**config.mk**
```make
export PLATFORM = sky130hd
export DESIGN_NAME = sliding_window_sender_core
export DESIGN_NICKNAME = d
export VERILOG_FILES = /design/src/rtl/core/swsnd_pkg.sv /design/src/rtl/core/swsnd_ram.sv /design/src/rtl/core/swsnd_ctrl.sv /design/src/rtl/core/swsnd_dp.sv /design/src/rtl/core/sliding_window_sender_core.sv
export SDC_FILE = /design/constraint.sdc
export NUM_CORES = 1
export LEC_CHECK = 0
export BUFFER_PORTS_ARGS = -buffer_cell sky130_fd_sc_hd__buf_2
export CAP_MARGIN = 15
export CORE_MARGIN = 2
export CORE_UTILIZATION = 45
export DETAILED_ROUTE_END_ITERATION = 10
export PLACE_DENSITY_LB_ADDON = 0.12
export SYNTH_ARGS = -nofsm -noshare
export SYNTH_HDL_FRONTEND = slang
export SYNTH_HIERARCHICAL = 1
export SYNTH_SLANG_ARGS = --single-unit
```
**constraint.sdc**
```tcl
create_clock -name clk -period 9.01 [get_ports clk]
set_input_delay 1.802 -clock clk [delete_from_list [all_inputs] [get_ports clk]]
set_output_delay 1.802 -clock clk [all_outputs]
set_load 0.02 [all_outputs]
```
**src/rtl/core/swsnd_pkg.sv**
```systemverilog
// Shared constants, codes and control/status types of the sliding window sender.
`default_nettype none
package swsnd_pkg;

	// Field widths
	localparam int FRAME_W    = 8;
	localparam int NEXT_W     = 9;
	localparam int CNT_W      = 4;
	localparam int WIN_W      = 4;
	localparam int CMD_W      = 2;
	localparam int CFG_IDX_W  = 2;
	localparam int CFG_DATA_W = 8;

	// Most results one event can produce
	localparam int MAX_SENDS = 8;

	// Highest frame number ever sent
	localparam int FRAME_LIMIT = 255;

	// Default window store depth
	localparam int WINDOW_DEPTH_DEF = 8;

	// Register reset values
	localparam logic [FRAME_W-1:0] TOTAL_RST  = 8'd0;
	localparam logic [WIN_W-1:0]   WINDOW_RST = 4'd8;

	// Command codes
	localparam logic [CMD_W-1:0] CMD_START = 2'd0;
	localparam logic [CMD_W-1:0] CMD_ACK   = 2'd1;
	localparam logic [CMD_W-1:0] CMD_NAK   = 2'd2;

	// Configuration register indexes
	localparam logic [CFG_IDX_W-1:0] REG_TOTAL_FRAMES  = 2'd0;
	localparam logic [CFG_IDX_W-1:0] REG_WINDOW_IN_USE = 2'd1;

	// Controller states
	typedef enum logic [3:0] {
		ST_IDLE,
		ST_DECODE,
		ST_SRCH_RD,
		ST_SRCH_CMP,
		ST_SHIFT_RD,
		ST_SHIFT_WR,
		ST_REMOVE,
		ST_ACK_SETUP,
		ST_SEND,
		ST_NAK_OUT
	} state_t;

	// Commands from controller to datapath
	typedef struct packed {
		logic accept;
		logic start_init;
		logic idx_clr;
		logic idx_inc;
		logic rd_en;
		logic rd_next;
		logic shift_wr;
		logic count_dec;
		logic pend_inc;
		logic mark_pos;
		logic ack_setup;
		logic send;
		logic nak_out;
	} ctl_t;

	// Status from datapath to controller
	typedef struct packed {
		logic [CMD_W-1:0] cmd;
		logic             count_zero;
		logic             hit;
		logic             idx_last;
		logic             pos_zero;
		logic             send_ok;
		logic             send_last;
		logic             out_free;
	} sts_t;

endpackage
`default_nettype wire

```
**src/rtl/core/swsnd_ram.sv**
```systemverilog
// Generic single-write, single-read RAM with registered read data.
`default_nettype none
module swsnd_ram #(
	parameter int WIDTH = 8,
	parameter int DEPTH = 8,
	parameter int AW    = (DEPTH > 1) ? $clog2(DEPTH) : 1
) (
	input  wire logic             clk,
	input  wire logic             we,
	input  wire logic [AW-1:0]    waddr,
	input  wire logic [WIDTH-1:0] wdata,
	input  wire logic             re,
	input  wire logic [AW-1:0]    raddr,
	output logic      [WIDTH-1:0] rdata
);

	logic [WIDTH-1:0] mem_q [DEPTH];

	// Write port
	always_ff @(posedge clk) begin
		if (we) begin
			mem_q[waddr] <= wdata;
		end
	end

	// Registered read port
	always_ff @(posedge clk) begin
		if (re) begin
			rdata <= mem_q[raddr];
		end
	end

endmodule
`default_nettype wire

```
**src/rtl/core/swsnd_ctrl.sv**
```systemverilog
// Controller state machine: sequences search, compaction and sends per event.
`default_nettype none
module swsnd_ctrl (
	input  wire logic          clk,
	input  wire logic          arst_n,
	input  wire logic          in_valid,
	output logic               in_stall,
	input  wire swsnd_pkg::sts_t sts,
	output swsnd_pkg::ctl_t    ctl
);
	import swsnd_pkg::*;

	state_t state_q;
	state_t state_d;

	// State register
	always_ff @(posedge clk or negedge arst_n) begin
		if (!arst_n) begin
			state_q <= ST_IDLE;
		end else begin
			state_q <= state_d;
		end
	end

	// Next state and commands
	always_comb begin
		state_d  = state_q;
		ctl      = '0;
		in_stall = (state_q != ST_IDLE);
		case (state_q)
			ST_IDLE: begin
				if (in_valid) begin
					ctl.accept = 1'b1;
					state_d    = ST_DECODE;
				end
			end
			ST_DECODE: begin
				case (sts.cmd)
					CMD_START: begin
						ctl.start_init = 1'b1;
						state_d        = ST_SEND;
					end
					CMD_ACK, CMD_NAK: begin
						ctl.idx_clr = 1'b1;
						state_d     = sts.count_zero ? ST_IDLE : ST_SRCH_RD;
					end
					default: begin
						state_d = ST_IDLE;
					end
				endcase
			end
			// each window entry is read, then compared
			ST_SRCH_RD: begin
				ctl.rd_en = 1'b1;
				state_d   = ST_SRCH_CMP;
			end
			ST_SRCH_CMP: begin
				if (sts.hit) begin
					if (sts.cmd == CMD_NAK) begin
						state_d = ST_NAK_OUT;
					end else begin
						ctl.mark_pos = 1'b1;
						state_d      = ST_SHIFT_RD;
					end
				end else if (sts.idx_last) begin
					state_d = ST_IDLE;
				end else begin
					ctl.idx_inc = 1'b1;
					state_d     = ST_SRCH_RD;
				end
			end
			// close the gap: move each later entry down by one
			ST_SHIFT_RD: begin
				if (sts.idx_last) begin
					state_d = ST_REMOVE;
				end else begin
					ctl.rd_en   = 1'b1;
					ctl.rd_next = 1'b1;
					state_d     = ST_SHIFT_WR;
				end
			end
			ST_SHIFT_WR: begin
				ctl.shift_wr = 1'b1;
				state_d      = ST_SHIFT_RD;
			end
			ST_REMOVE: begin
				ctl.count_dec = 1'b1;
				if (sts.pos_zero) begin
					state_d = ST_ACK_SETUP;
				end else begin
					ctl.pend_inc = 1'b1;
					state_d      = ST_IDLE;
				end
			end
			ST_ACK_SETUP: begin
				ctl.ack_setup = 1'b1;
				state_d       = ST_SEND;
			end
			// one new frame per cycle while the output slot is free
			ST_SEND: begin
				if (!sts.send_ok) begin
					state_d = ST_IDLE;
				end else if (sts.out_free) begin
					ctl.send = 1'b1;
					if (sts.send_last) begin
						state_d = ST_IDLE;
					end
				end
			end
			ST_NAK_OUT: begin
				if (sts.out_free) begin
					ctl.nak_out = 1'b1;
					state_d     = ST_IDLE;
				end
			end
			default: begin
				state_d = ST_IDLE;
			end
		endcase
	end

endmodule
`default_nettype wire

```
**src/rtl/core/swsnd_dp.sv**
```systemverilog
// Datapath: configuration, window store, counters and output register.
`default_nettype none
module swsnd_dp #(
	parameter int WINDOW_DEPTH = swsnd_pkg::WINDOW_DEPTH_DEF
) (
	input  wire logic                             clk,
	input  wire logic                             arst_n,
	// configuration
	input  wire logic                             cfg_we,
	input  wire logic [swsnd_pkg::CFG_IDX_W-1:0]  cfg_index,
	input  wire logic [swsnd_pkg::CFG_DATA_W-1:0] cfg_data,
	// input payload
	input  wire logic [swsnd_pkg::CMD_W-1:0]      cmd,
	input  wire logic [swsnd_pkg::FRAME_W-1:0]    frame_number,
	// output channel
	output logic                                  out_valid,
	input  wire logic                             out_stall,
	output logic      [swsnd_pkg::FRAME_W-1:0]    send_frame,
	output logic                                  is_resend,
	output logic                                  last,
	// controller link
	input  wire swsnd_pkg::ctl_t                  ctl,
	output swsnd_pkg::sts_t                       sts
);
	import swsnd_pkg::*;

	localparam int AW   = (WINDOW_DEPTH > 1) ? $clog2(WINDOW_DEPTH) : 1;
	localparam int WCAP = (WINDOW_DEPTH < MAX_SENDS) ? WINDOW_DEPTH : MAX_SENDS;
	localparam int TCAP = (FRAME_LIMIT < 255) ? FRAME_LIMIT : 255;
	localparam logic [WIN_W-1:0]  WIN_CAP   = WIN_W'(WCAP);
	localparam logic [NEXT_W-1:0] TOTAL_CAP = NEXT_W'(TCAP);

	logic [FRAME_W-1:0] total_q;
	logic [WIN_W-1:0]   win_q;
	logic [CMD_W-1:0]   cmd_q;
	logic [FRAME_W-1:0] num_q;
	logic [CNT_W-1:0]   count_q;
	logic [NEXT_W-1:0]  next_q;
	logic [CNT_W-1:0]   pending_q;
	logic [CNT_W-1:0]   idx_q;
	logic [CNT_W-1:0]   k_q;
	logic [CNT_W-1:0]   limit_q;
	logic               pos0_q;
	logic               out_valid_q;
	logic [FRAME_W-1:0] send_frame_q;
	logic               is_resend_q;
	logic               last_q;

	logic [WIN_W-1:0]   eff_win;
	logic [NEXT_W-1:0]  eff_total;
	logic [CNT_W:0]     pend_plus;
	logic [CNT_W-1:0]   ack_limit;
	logic [CNT_W-1:0]   idx_next;
	logic               out_free;
	logic               ram_we;
	logic [AW-1:0]      ram_waddr;
	logic [FRAME_W-1:0] ram_wdata;
	logic [AW-1:0]      ram_raddr;
	logic [FRAME_W-1:0] ram_rdata;

	// Configuration registers
	always_ff @(posedge clk or negedge arst_n) begin
		if (!arst_n) begin
			total_q <= TOTAL_RST;
			win_q   <= WINDOW_RST;
		end else if (cfg_we) begin
			if (cfg_index == REG_TOTAL_FRAMES) begin
				total_q <= cfg_data;
			end else if (cfg_index == REG_WINDOW_IN_USE) begin
				win_q <= cfg_data[WIN_W-1:0];
			end
		end
	end

	// Effective window and frame total
	always_comb begin
		if (win_q == '0) begin
			eff_win = WIN_W'(1);
		end else if (win_q > WIN_CAP) begin
			eff_win = WIN_CAP;
		end else begin
			eff_win = win_q;
		end
		eff_total = ({1'b0, total_q} > TOTAL_CAP) ? TOTAL_CAP : {1'b0, total_q};
	end

	// New frames allowed after an in-order ACK
	always_comb begin
		pend_plus = {1'b0, pending_q} + (CNT_W+1)'(1);
		if (count_q >= eff_win) begin
			ack_limit = '0;
		end else if (pend_plus > (CNT_W+1)'(MAX_SENDS)) begin
			ack_limit = CNT_W'(MAX_SENDS);
		end else begin
			ack_limit = pend_plus[CNT_W-1:0];
		end
	end

	assign idx_next = idx_q + CNT_W'(1);
	assign out_free = !out_valid_q || !out_stall;

	// Latched item
	always_ff @(posedge clk) begin
		if (ctl.accept) begin
			cmd_q <= cmd;
			num_q <= frame_number;
		end
	end

	// Window bookkeeping
	always_ff @(posedge clk or negedge arst_n) begin
		if (!arst_n) begin
			count_q   <= '0;
			next_q    <= NEXT_W'(1);
			pending_q <= '0;
			idx_q     <= '0;
			k_q       <= '0;
			limit_q   <= '0;
			pos0_q    <= 1'b0;
		end else begin
			if (ctl.start_init) begin
				count_q   <= '0;
				next_q    <= NEXT_W'(1);
				pending_q <= '0;
				k_q       <= '0;
				limit_q   <= eff_win;
			end
			if (ctl.idx_clr) begin
				idx_q <= '0;
			end
			if (ctl.idx_inc || ctl.shift_wr) begin
				idx_q <= idx_next;
			end
			if (ctl.mark_pos) begin
				pos0_q <= (idx_q == '0);
			end
			if (ctl.count_dec) begin
				count_q <= count_q - CNT_W'(1);
			end
			if (ctl.pend_inc && (pending_q != '1)) begin
				pending_q <= pending_q + CNT_W'(1);
			end
			if (ctl.ack_setup) begin
				limit_q   <= ack_limit;
				pending_q <= '0;
				k_q       <= '0;
			end
			if (ctl.send) begin
				count_q <= count_q + CNT_W'(1);
				next_q  <= next_q + NEXT_W'(1);
				k_q     <= k_q + CNT_W'(1);
			end
		end
	end

	// Window store ports
	always_comb begin
		ram_we    = ctl.send || ctl.shift_wr;
		ram_waddr = ctl.send ? AW'(count_q) : AW'(idx_q);
		ram_wdata = ctl.send ? next_q[FRAME_W-1:0] : ram_rdata;
		ram_raddr = ctl.rd_next ? AW'(idx_next) : AW'(idx_q);
	end

	swsnd_ram #(
		.WIDTH (FRAME_W),
		.DEPTH (WINDOW_DEPTH)
	) u_store (
		.clk   (clk),
		.we    (ram_we),
		.waddr (ram_waddr),
		.wdata (ram_wdata),
		.re    (ctl.rd_en),
		.raddr (ram_raddr),
		.rdata (ram_rdata)
	);

	// Output register
	always_ff @(posedge clk or negedge arst_n) begin
		if (!arst_n) begin
			out_valid_q <= 1'b0;
		end else if (ctl.send || ctl.nak_out) begin
			out_valid_q <= 1'b1;
		end else if (!out_stall) begin
			out_valid_q <= 1'b0;
		end
	end

	always_ff @(posedge clk) begin
		if (ctl.send) begin
			send_frame_q <= next_q[FRAME_W-1:0];
			is_resend_q  <= 1'b0;
			last_q       <= sts.send_last;
		end else if (ctl.nak_out) begin
			send_frame_q <= num_q;
			is_resend_q  <= 1'b1;
			last_q       <= 1'b1;
		end
	end

	assign out_valid  = out_valid_q;
	assign send_frame = send_frame_q;
	assign is_resend  = is_resend_q;
	assign last       = last_q;

	// Status to controller
	always_comb begin
		sts.cmd        = cmd_q;
		sts.count_zero = (count_q == '0);
		sts.hit        = (ram_rdata == num_q);
		sts.idx_last   = ({1'b0, idx_q} + (CNT_W+1)'(1)) >= {1'b0, count_q};
		sts.pos_zero   = pos0_q;
		sts.send_ok    = (k_q < limit_q) && (next_q <= eff_total) && (count_q < eff_win);
		sts.send_last  = (({1'b0, k_q} + (CNT_W+1)'(1)) >= {1'b0, limit_q})
			|| (({1'b0, next_q} + (NEXT_W+1)'(1)) > {1'b0, eff_total})
			|| (({1'b0, count_q} + (CNT_W+1)'(1)) >= {1'b0, eff_win});
		sts.out_free   = out_free;
	end

endmodule
`default_nettype wire

```
**src/rtl/core/sliding_window_sender_core.sv**
```systemverilog
// Top level of the sliding window sender: controller plus datapath.
//
// Sender side of a selective-repeat link, tracking frame numbers only.
// Input channel (in_valid/in_stall) takes one event per transfer: cmd
// start, ACK or NAK, with frame_number for ACK/NAK. Output channel
// (out_valid/out_stall) gives frames to transmit, new ones or resends,
// with last set on the final transfer of each event; an event may give
// no transfer at all.
// Configuration (cfg_valid/cfg_ready) writes total_frames (index 0) and
// window_in_use (index 1); cfg_ready is always high. Write only while idle.
// One event at a time: in_stall is high from acceptance until its work ends.
// A start sends its new frames one by one. An ACK or NAK searches the window
// store entry by entry (single read port of the window store); an ACK hit
// then moves each later entry down, an in-order ACK also sends new frames,
// and a NAK hit gives one resend. A stalled receiver holds the output
// register and pauses sending.
// Reset clears all counters, sets frame 1 as next, window_in_use to 8 and
// total_frames to 0; the window store needs no clearing.
`default_nettype none
module sliding_window_sender_core #(
	parameter int WINDOW_DEPTH = swsnd_pkg::WINDOW_DEPTH_DEF
) (
	input  wire logic                             clk,
	input  wire logic                             arst_n,
	// event channel
	input  wire logic                             in_valid,
	output logic                                  in_stall,
	input  wire logic [swsnd_pkg::CMD_W-1:0]      cmd,
	input  wire logic [swsnd_pkg::FRAME_W-1:0]    frame_number,
	// frame channel
	output logic                                  out_valid,
	input  wire logic                             out_stall,
	output logic      [swsnd_pkg::FRAME_W-1:0]    send_frame,
	output logic                                  is_resend,
	output logic                                  last,
	// configuration channel
	input  wire logic                             cfg_valid,
	output logic                                  cfg_ready,
	input  wire logic [swsnd_pkg::CFG_IDX_W-1:0]  cfg_index,
	input  wire logic [swsnd_pkg::CFG_DATA_W-1:0] cfg_data
);
	import swsnd_pkg::*;

	ctl_t ctl;
	sts_t sts;

	assign cfg_ready = 1'b1;

	// Sequencer
	swsnd_ctrl u_ctrl (
		.clk      (clk),
		.arst_n   (arst_n),
		.in_valid (in_valid),
		.in_stall (in_stall),
		.sts      (sts),
		.ctl      (ctl)
	);

	// Storage and arithmetic
	swsnd_dp #(
		.WINDOW_DEPTH (WINDOW_DEPTH)
	) u_dp (
		.clk          (clk),
		.arst_n       (arst_n),
		.cfg_we       (cfg_valid && cfg_ready),
		.cfg_index    (cfg_index),
		.cfg_data     (cfg_data),
		.cmd          (cmd),
		.frame_number (frame_number),
		.out_valid    (out_valid),
		.out_stall    (out_stall),
		.send_frame   (send_frame),
		.is_resend    (is_resend),
		.last         (last),
		.ctl          (ctl),
		.sts          (sts)
	);

endmodule
`default_nettype wire

```
# Word-level counts from Yosys, hierarchy flattened
# Memory sizes are Yosys's and may differ from the RTL's. A register that Yosys moved wholly into a read port is not among the register bits.
# Cells that the tools add are included.
# Widths: inputs -> output; s select.
# word_totals
register_bits	67
ramBits	64
inputBits	25
out_inout_bits	13
elab_cells	150
n_memories	1
# classes
addsub	11
n_lt_le_gt_ge	10
eq_ne	19
n_mux	63
bitwise	1
reduce_logical	29
# memory_table
name	words	word_bits	rd	rd_ports_with_merged_regs	wr	line_no	text
u_dp.u_store.mem_q	8	8	1	1	1	swsnd_ram.sv:17	logic [WIDTH-1:0] mem_q [DEPTH];
# ops
operator	n
$mux 4	22
$pmux 4 s10	1
$mux 1	24
$mux 8	3
$add 4x1->5 const B	4
$mux 9	2
$add 4x1->4 const B	4
$eq 4x3->1 const B	4
$logic_not 4->1	4
$ge 5x4->1	3
$mux 2	6
$add 9x1->10 const B	1
$gt 10x8->1	1
$add 9x1->9 const B	1
$le 9x8->1	1
$mux 3	3
$reduce_bool 3->1	3
$eq 4x2->1 const B	2
$eq 4x4->1 const B	2
$eq 8x8->1	1
$lt 4x4->1	2
$pmux 4 s2	1
$reduce_bool 2->1	4
$logic_or 1x1->1	6
22 further kinds	28

# Longest topological paths before layout
# Gate-level depths: netlist of the first run.
# depth
ltp_word	10
ltp_mapped	16
mapped_depth_nobuf	14

# By module
# The synthesis of the first run kept the hierarchy.
# modules_own_cells
mod	instances	cells_per_inst	area_each_um2
swsnd_dp	1	425	4042.6
swsnd_ram	1	114	2771.4
swsnd_ctrl	1	60	485.5
sliding_window_sender_core	1	2	11.3

# Worst setup path before layout of the first run
# No wires, ideal clock.
# synth_timing
kind	input to register
startpoint	in out_stall
endpoint	mem u_dp.u_store.mem_q[0][0], enable pin
setup_ns	0.383
arrival_ns	3.572
t_required_ns	8.627
setup_slack_ns	5.054
stages	8
cell_sequence	nand2_1 buf_4 nand2_1 nor2_1 buf_2 mux2_2 nand2b_1 nor3_1
# synth_rtl
item	line_no	text
start: declaration	sliding_window_sender_core.sv:32	input wire logic out_stall,
end: declaration	swsnd_ram.sv:17	

==> flow_summary.ini, run 1 <==
[status]
status = finished, final reports clean

[yosys]
ys_seq_area_frac = 0.538
synth-main-ff-cell = edfxtp_1
syn_inst = 601
ys_ff_latch = 139
ys.warnings.count = 6
synth_area_sq_um = 7310
syn_nets = 672
syn_area_per_cell_sq_um = 12.2
synth_top_cell_area_share = 0.374
synthArstFlopShare = 0.338
synth_top_cell_by_area = edfxtp_1
ys_types = 76
synth-edff-count = 91
yosys-top-cells-area = edfxtp_1 (37%), dfrtp_1 (15%), ha_1 (7.9%)

[job]
drv_cap = 0

[floorplan]
rows = 46
core_area_sq_um = 15900
start_util = 0.460
ios = 38
die_area_sq_um = 17300
fp.dieW_microns = 131
fp.dieH_microns = 131

[finish]
fillers = 1409
num-nets-final = 708
seqCellArea_sq_um = 3930
multiInputGateArea_sq_um = 3050
drive_gt1_frac = 0.173
fin_area_sq_um = 8210
diodes = 0
areaGrowthSynthToFinish_pct = 12.3

[timing]
period_share = 0.467
hold_viol = 0
tightest_slew_ns = 1.15
relSlewSlack = 0.224
rsz0062_at_grt = no
fin_skew_ns = 0.0132
fin_crit_ns = 4.21
fmax_mhz = 238
holdWs_ns = 0.499
final.setup.tns_ns = 0
setup_viol_count_final = 0
slew_viol_final = 0

[grt]
grt_pass1_wl_mm = 24.1
grt_max_degree = 61
overflow = 0
grt_pass1_vias = 4644
antenna_found_initial = 0
track_usage = 0.178

[worst_setup_path]
cp_max_fo = 60
cp-start-kind = register
required_ns = 9.05
critPathKind = register to register
crit_start = u_dp/win_q[3]
r2r-start = u_dp/win_q[3]
cp-end-kind = register
cp.arrival_ns = 4.25

[clocking]
cts.sinks = 139
cts_tree = yes
clk_latency_ns = 0.42
htree_levels = 4
clkTransAtPathRegs_ns = 0.06
cts-resized-gates = 0
ctsRootBufferMaster = clkbuf_16
cts_buffer_depth = 2
tritoncts.num_buffers = 17
cts_setup_buffers = 0
cts_hold_buf = 0

[routing]
viasPerCell = 5.29
vias = 4574
drc = 0
drtPass1Iterations = 4
ant_nets = 0
drtIter0Drc = 267
wirelength_mm = 14.5
routedWlPerCell_microns = 16.7

[pwr]
switching_power_mw = 0.789
power_frac_comb = 0.309
power.leakage_nw = 3.33
switching_share = 0.347
p_seq_frac = 0.406
vdd_drop_max_mv = 0.149
pwr-share-clk = 0.285
p_per_area_nw_per_um2 = 277
p_int_mw = 1.49
p_total_mw = 2.28

[min_path]
hp-start = u_dp/is_resend
hold_class = register to register

[placed_design]
io_buffers = 36
post-dp-hpwl_mm = 10.5
gp_congestion = 0.822
dpl_cell_area_sq_um = 7650
registers in the layout, summed over array words and instances (netlist names), 4 cells and up:
name	cells
u_dp/total_q	8
u_dp/limit_q	4
u_dp/num_q	8
u_dp/u_store/mem_q	64
u_dp/pending_q	4
u_dp/send_frame	8
u_dp/idx_q	4
u_dp/k_q	4
u_ctrl/state_q	4
u_dp/u_store/rdata	8
u_dp/count_q	4
u_dp/win_q	4
u_dp/next_q	9
final timing paths:
path	end	slack [ns]	cells after the start
worst max register to register	u_dp/u_store/mem_q[2][7]	4.80	12
worst max-delay path	u_dp/u_store/mem_q[2][7]	4.80	12
min in group asynchronous	u_dp/pending_q[0]	1.50	2
max in group asynchronous	u_dp/total_q[3]	7.09	2
worst min register to register	u_dp/is_resend	0.50	2
worst min-delay path	u_dp/is_resend	0.50	2
stage by stage:
step,worst slack [ns],cells,utilization
final,4.80,865,0.517
after global routing,4.41,865,0.517
after CTS,4.45,863,0.516
after detailed placement,4.41,832,0.481
after global placement,4.51,832,0.481
after floorplan,5.05,601,-
worst max-delay path: stages, from the launching register on:
cell and delay [ns]:
dfstp_2 0.59, nand2b_1 0.20, ha_1 0.27, nor2b_1 0.13
o211ai_1 0.25, nand3_1 0.11, a221oi_1 0.39, nand2_1 0.16
nor2_4 0.10, buf_4 0.45, mux2_2 0.41, nand2b_1 0.19
nor2_1 0.57
final cells by class:
class                           count  share of cell area
Sequential cell                   139               0.479
Multi-Input combinational cell    388               0.372
Clock buffer                       17              0.0518
Tap cell                          216              0.0329
Timing Repair Buffer               42              0.0271
Inverter                           49              0.0224
Clock inverter                     14              0.0152
kinds of logic (layout without fill, tap and decap cells):
logic type,count (synthesis),in the layout,share of synthesized area
AO/OA/AOI/OAI,108,108,0.0909
XOR/XNOR,26,26,0.0311
adder cells (fa/ha/maj),46,46,0.0787
buffers and inverters,74,122,0.0469
flip-flops,139,139,0.538
multiplexers,33,33,0.0833
other,1,1,0.000513
AND/OR/NAND/NOR,174,174,0.131
cell usage after synthesis, drive strengths merged (2+ instances only):
cell,n
nand3b,4
nand2b,14
nand3,14
a21oi,18
nor3,10
a21bo,2
and3b,2
or2b,2
a41oi,2
buf,19
and3,5
nor2b,5
o32ai,2
nor2,35
a31oi,2
xnor2,18
inv,49
mux4,16
o211ai,3
mux2,15
dfrtp,45
edfxtp,91
nand4,6
nor4,2
nand2,50
dfstp,2
a21boi,2
nor3b,5
ha,46
or3b,2
clkbuf,6
a221oi,2
mux2i,2
or2,5
a21o,7
a211oi,4
nand4b,3
o21ai,49
and2b,2
xor2,8
o21a,5
and4,2
layer usage:
layer,track usage,vias up,part of all wire
met5,0,-,0
met4,0.0580,0,0.0070
met1,0.238,2233,0.48
met3,0.0390,6,0.026
met2,0.291,70,0.49
li1,-,2265,-
layout by cell type, fill, tap and decap left out, types with 12 or more instances in the layout:
| master | n |
|---|---|
| edfxtp_1 | 91 |
| nand2_1 | 50 |
| inv_1 | 49 |
| o21ai_0 | 47 |
| ha_1 | 46 |
| dfrtp_1 | 45 |
| buf_2 | 37 |
| nor2_1 | 33 |
| a21oi_1 | 18 |
| clkbuf_16 | 17 |
| xnor2_1 | 17 |
| mux4_1 | 15 |
| nand2b_1 | 14 |
| mux2_2 | 14 |
| nand3_1 | 12 |
power by group through the flow:
stage	logic [mW]	clock network [mW]	registers, mW
detailed placement	0.708	0	0.936
finish	0.704	0.649	0.923
floorplan	0.548	0	0.900
global placement	0.694	0	0.933
CTS	0.715	0.664	0.924
global route	0.800	0.697	0.940
Note: power is estimated with default switching activity, not from simulation.
==> run 2: changes to the inputs <==
==> constraint.sdc (replaced) <==
create_clock -name clk -period 4.2 [get_ports clk]
set_input_delay 0.84 -clock clk [delete_from_list [all_inputs] [get_ports clk]]
set_output_delay 0.84 -clock clk [all_outputs]
set_load 0.02 [all_outputs]
==> run 2 against run 1 <==
Effect of this change: global-route usage up 1.5 points; power up 120%; final cell count up 0.92%; maximum frequency grew 13%; clock skew grew 0.0054 ns; sequential power is 120% higher; register-to-register slack got worse by 4.3 ns; non-clock buffer count increased by 7; combinational power grew 120%; count of clock-buffer cells in the layout did not move; worst setup slack got worse by 4.3 ns; largest cell class unchanged; highest routed layer unchanged.
==> flow_summary.ini, run 2 (synthesized netlist as in run 1, its figures left out) <==
[status]
status = finished, final reports clean

[pwr]
power.leakage_nw = 3.39
p_per_area_nw_per_um2 = 602
vdd_drop_max_mv = 0.287
p_total_mw = 4.98

[timing]
setup_ws_ns = 0.470
period_share = 0.888
slew_viol_final = 0
relSlewSlack = 0.357
rsz0062_at_grt = no
tightest_slew_ns = 0.955
hold_viol = 0
fin_crit_ns = 3.73
final.setup.tns_ns = 0
fin_skew_ns = 0.0186
fmax_mhz = 268
setup_viol_count_final = 0
holdWs_ns = 0.501

[routing]
vias = 4748
drtPass1Iterations = 5
drc = 0
routedWlPerCell_microns = 18.1
wirelength_mm = 15.8
viasPerCell = 5.44
drtIter0Drc = 264
ant_nets = 0

[worst_setup_path]
cp_max_fo = 16
critPathKind = register to register
cp-end-kind = register
cp-start-kind = register
required_ns = 4.38
cp.arrival_ns = 3.91

[finish]
drive_gt1_frac = 0.180
layout.cells.non_filler = 873
areaGrowthSynthToFinish_pct = 13.3
reg_top3 = u_dp/u_store/mem_q x64, u_dp/next_q x9
largest_reg_flops = 64
final_cell_mix = edfxtp_1 (91), nand2_1 (50), inv_1 (49), o21ai_0 (47), ha_1 (46)
num-nets-final = 715
final_common_cell = edfxtp_1
diodes = 0
regMostFlops = u_dp/u_store/mem_q

[placed_design]
placed_cells = 841
gp_congestion = 0.803
io_buffers = 36
post-dp-hpwl_mm = 11.1
dp_slack_ns = 0.477

[grt]
track_usage = 0.193
grt_pass1_vias = 4700
antenna_found_initial = 0
grt_max_degree = 55
overflow = 0
grt_pass1_wl_mm = 25.6

[floorplan]
ios = 38
rows = 46
fp.dieH_microns = 131
fp.dieW_microns = 131
die_area_sq_um = 17300
start_util = 0.460
core_area_sq_um = 15900

[min_path]
hold_class = register to register

[clocking]
clkTransAtPathRegs_ns = 0.06
cts_hold_buf = 0
cts_buffer_depth = 2
cts_tree = yes
ctsRootBufferMaster = clkbuf_16
clk_latency_ns = 0.43
tritoncts.num_buffers = 17
htree_levels = 4
cts-resized-gates = 0
cts.sinks = 139
cts_setup_buffers = 0

[job]
drv_cap = 0
==> run 2: cell types whose count changed in the layout (fill, tap and decap cells not counted) <==
cell,delta
clkinv_2,+2
clkinv_1,+1
xnor2_1,+1
clkinvlp_4,-4
xnor2_2,-1
inv_6,-1
buf_4,+8
clkbuf_4,-1
clkinv_4,+1
bufinv_16,+1
inv_8,+1
==> run 2: final timing paths <==
kind                            slack, ns           start  depth (start not counted)               endpoint
worst max-delay path                 0.47   u_dp/idx_q[0]                         12  u_dp/u_store/rdata[0]
worst min-delay path                 0.50  u_dp/is_resend                          2         u_dp/is_resend
worst max register to register       0.47   u_dp/idx_q[0]                         12  u_dp/u_store/rdata[0]
worst min register to register       0.50  u_dp/is_resend                          2         u_dp/is_resend
max in group asynchronous            3.25          arst_n                          2        u_dp/count_q[3]
min in group asynchronous            0.52          arst_n                          2      u_dp/pending_q[0]
==> run 2: report_power, final <==
group          internal (mW)  switching, mW  leakage (nW)  total (mW)
combinational          0.651          0.877          1.67        1.53
clock                  0.836          0.632         0.288        1.47
sequential              1.77          0.221          1.44        1.99
total                   3.25           1.73          3.39        4.98
==> run 2: cell type report <==
| class | instances | area [sq um] |
|---|---|---|
| Inverter | 49 | 184 |
| Fill cell | 1409 | 7600 |
| Timing Repair Buffer | 49 | 275 |
| Tap cell | 216 | 270 |
| Clock inverter | 15 | 150 |
| Sequential cell | 139 | 3930 |
| Multi-Input combinational cell | 388 | 3040 |
| Clock buffer | 17 | 425 |
==> run 2: worst max-delay path, stage by stage, from the launching register on <==
cell and delay [ns]:
dfrtp_1 0.47, inv_1 0.09, ha_1 0.33, ha_1 0.28
a21o_1 0.16, a21oi_1 0.12, o21ai_0 0.20, nor4_1 0.30
buf_4 0.18, xor2_1 0.14, buf_4 0.30, mux4_1 0.62
mux2_2 0.28
==> run 2: metrics by stage <==
step | cell area, sq um | utilization
CTS | 8280 | 0.521
floorplan | 7310 | -
finish | 8280 | 0.521
global placement | 7700 | 0.485
detailed placement | 7700 | 0.485
global route | 8280 | 0.521
==> run 2: metal layers <==
metal / global-route usage / wire (microns) / vias to the layer above
li1: - / - / 2273
met1: 0.259 / 7400 / 2347
met2: 0.312 / 7520 / 106
met3: 0.0448 / 579 / 22
met4: 0.0604 / 266 / 0
met5: 0 / 0 / -
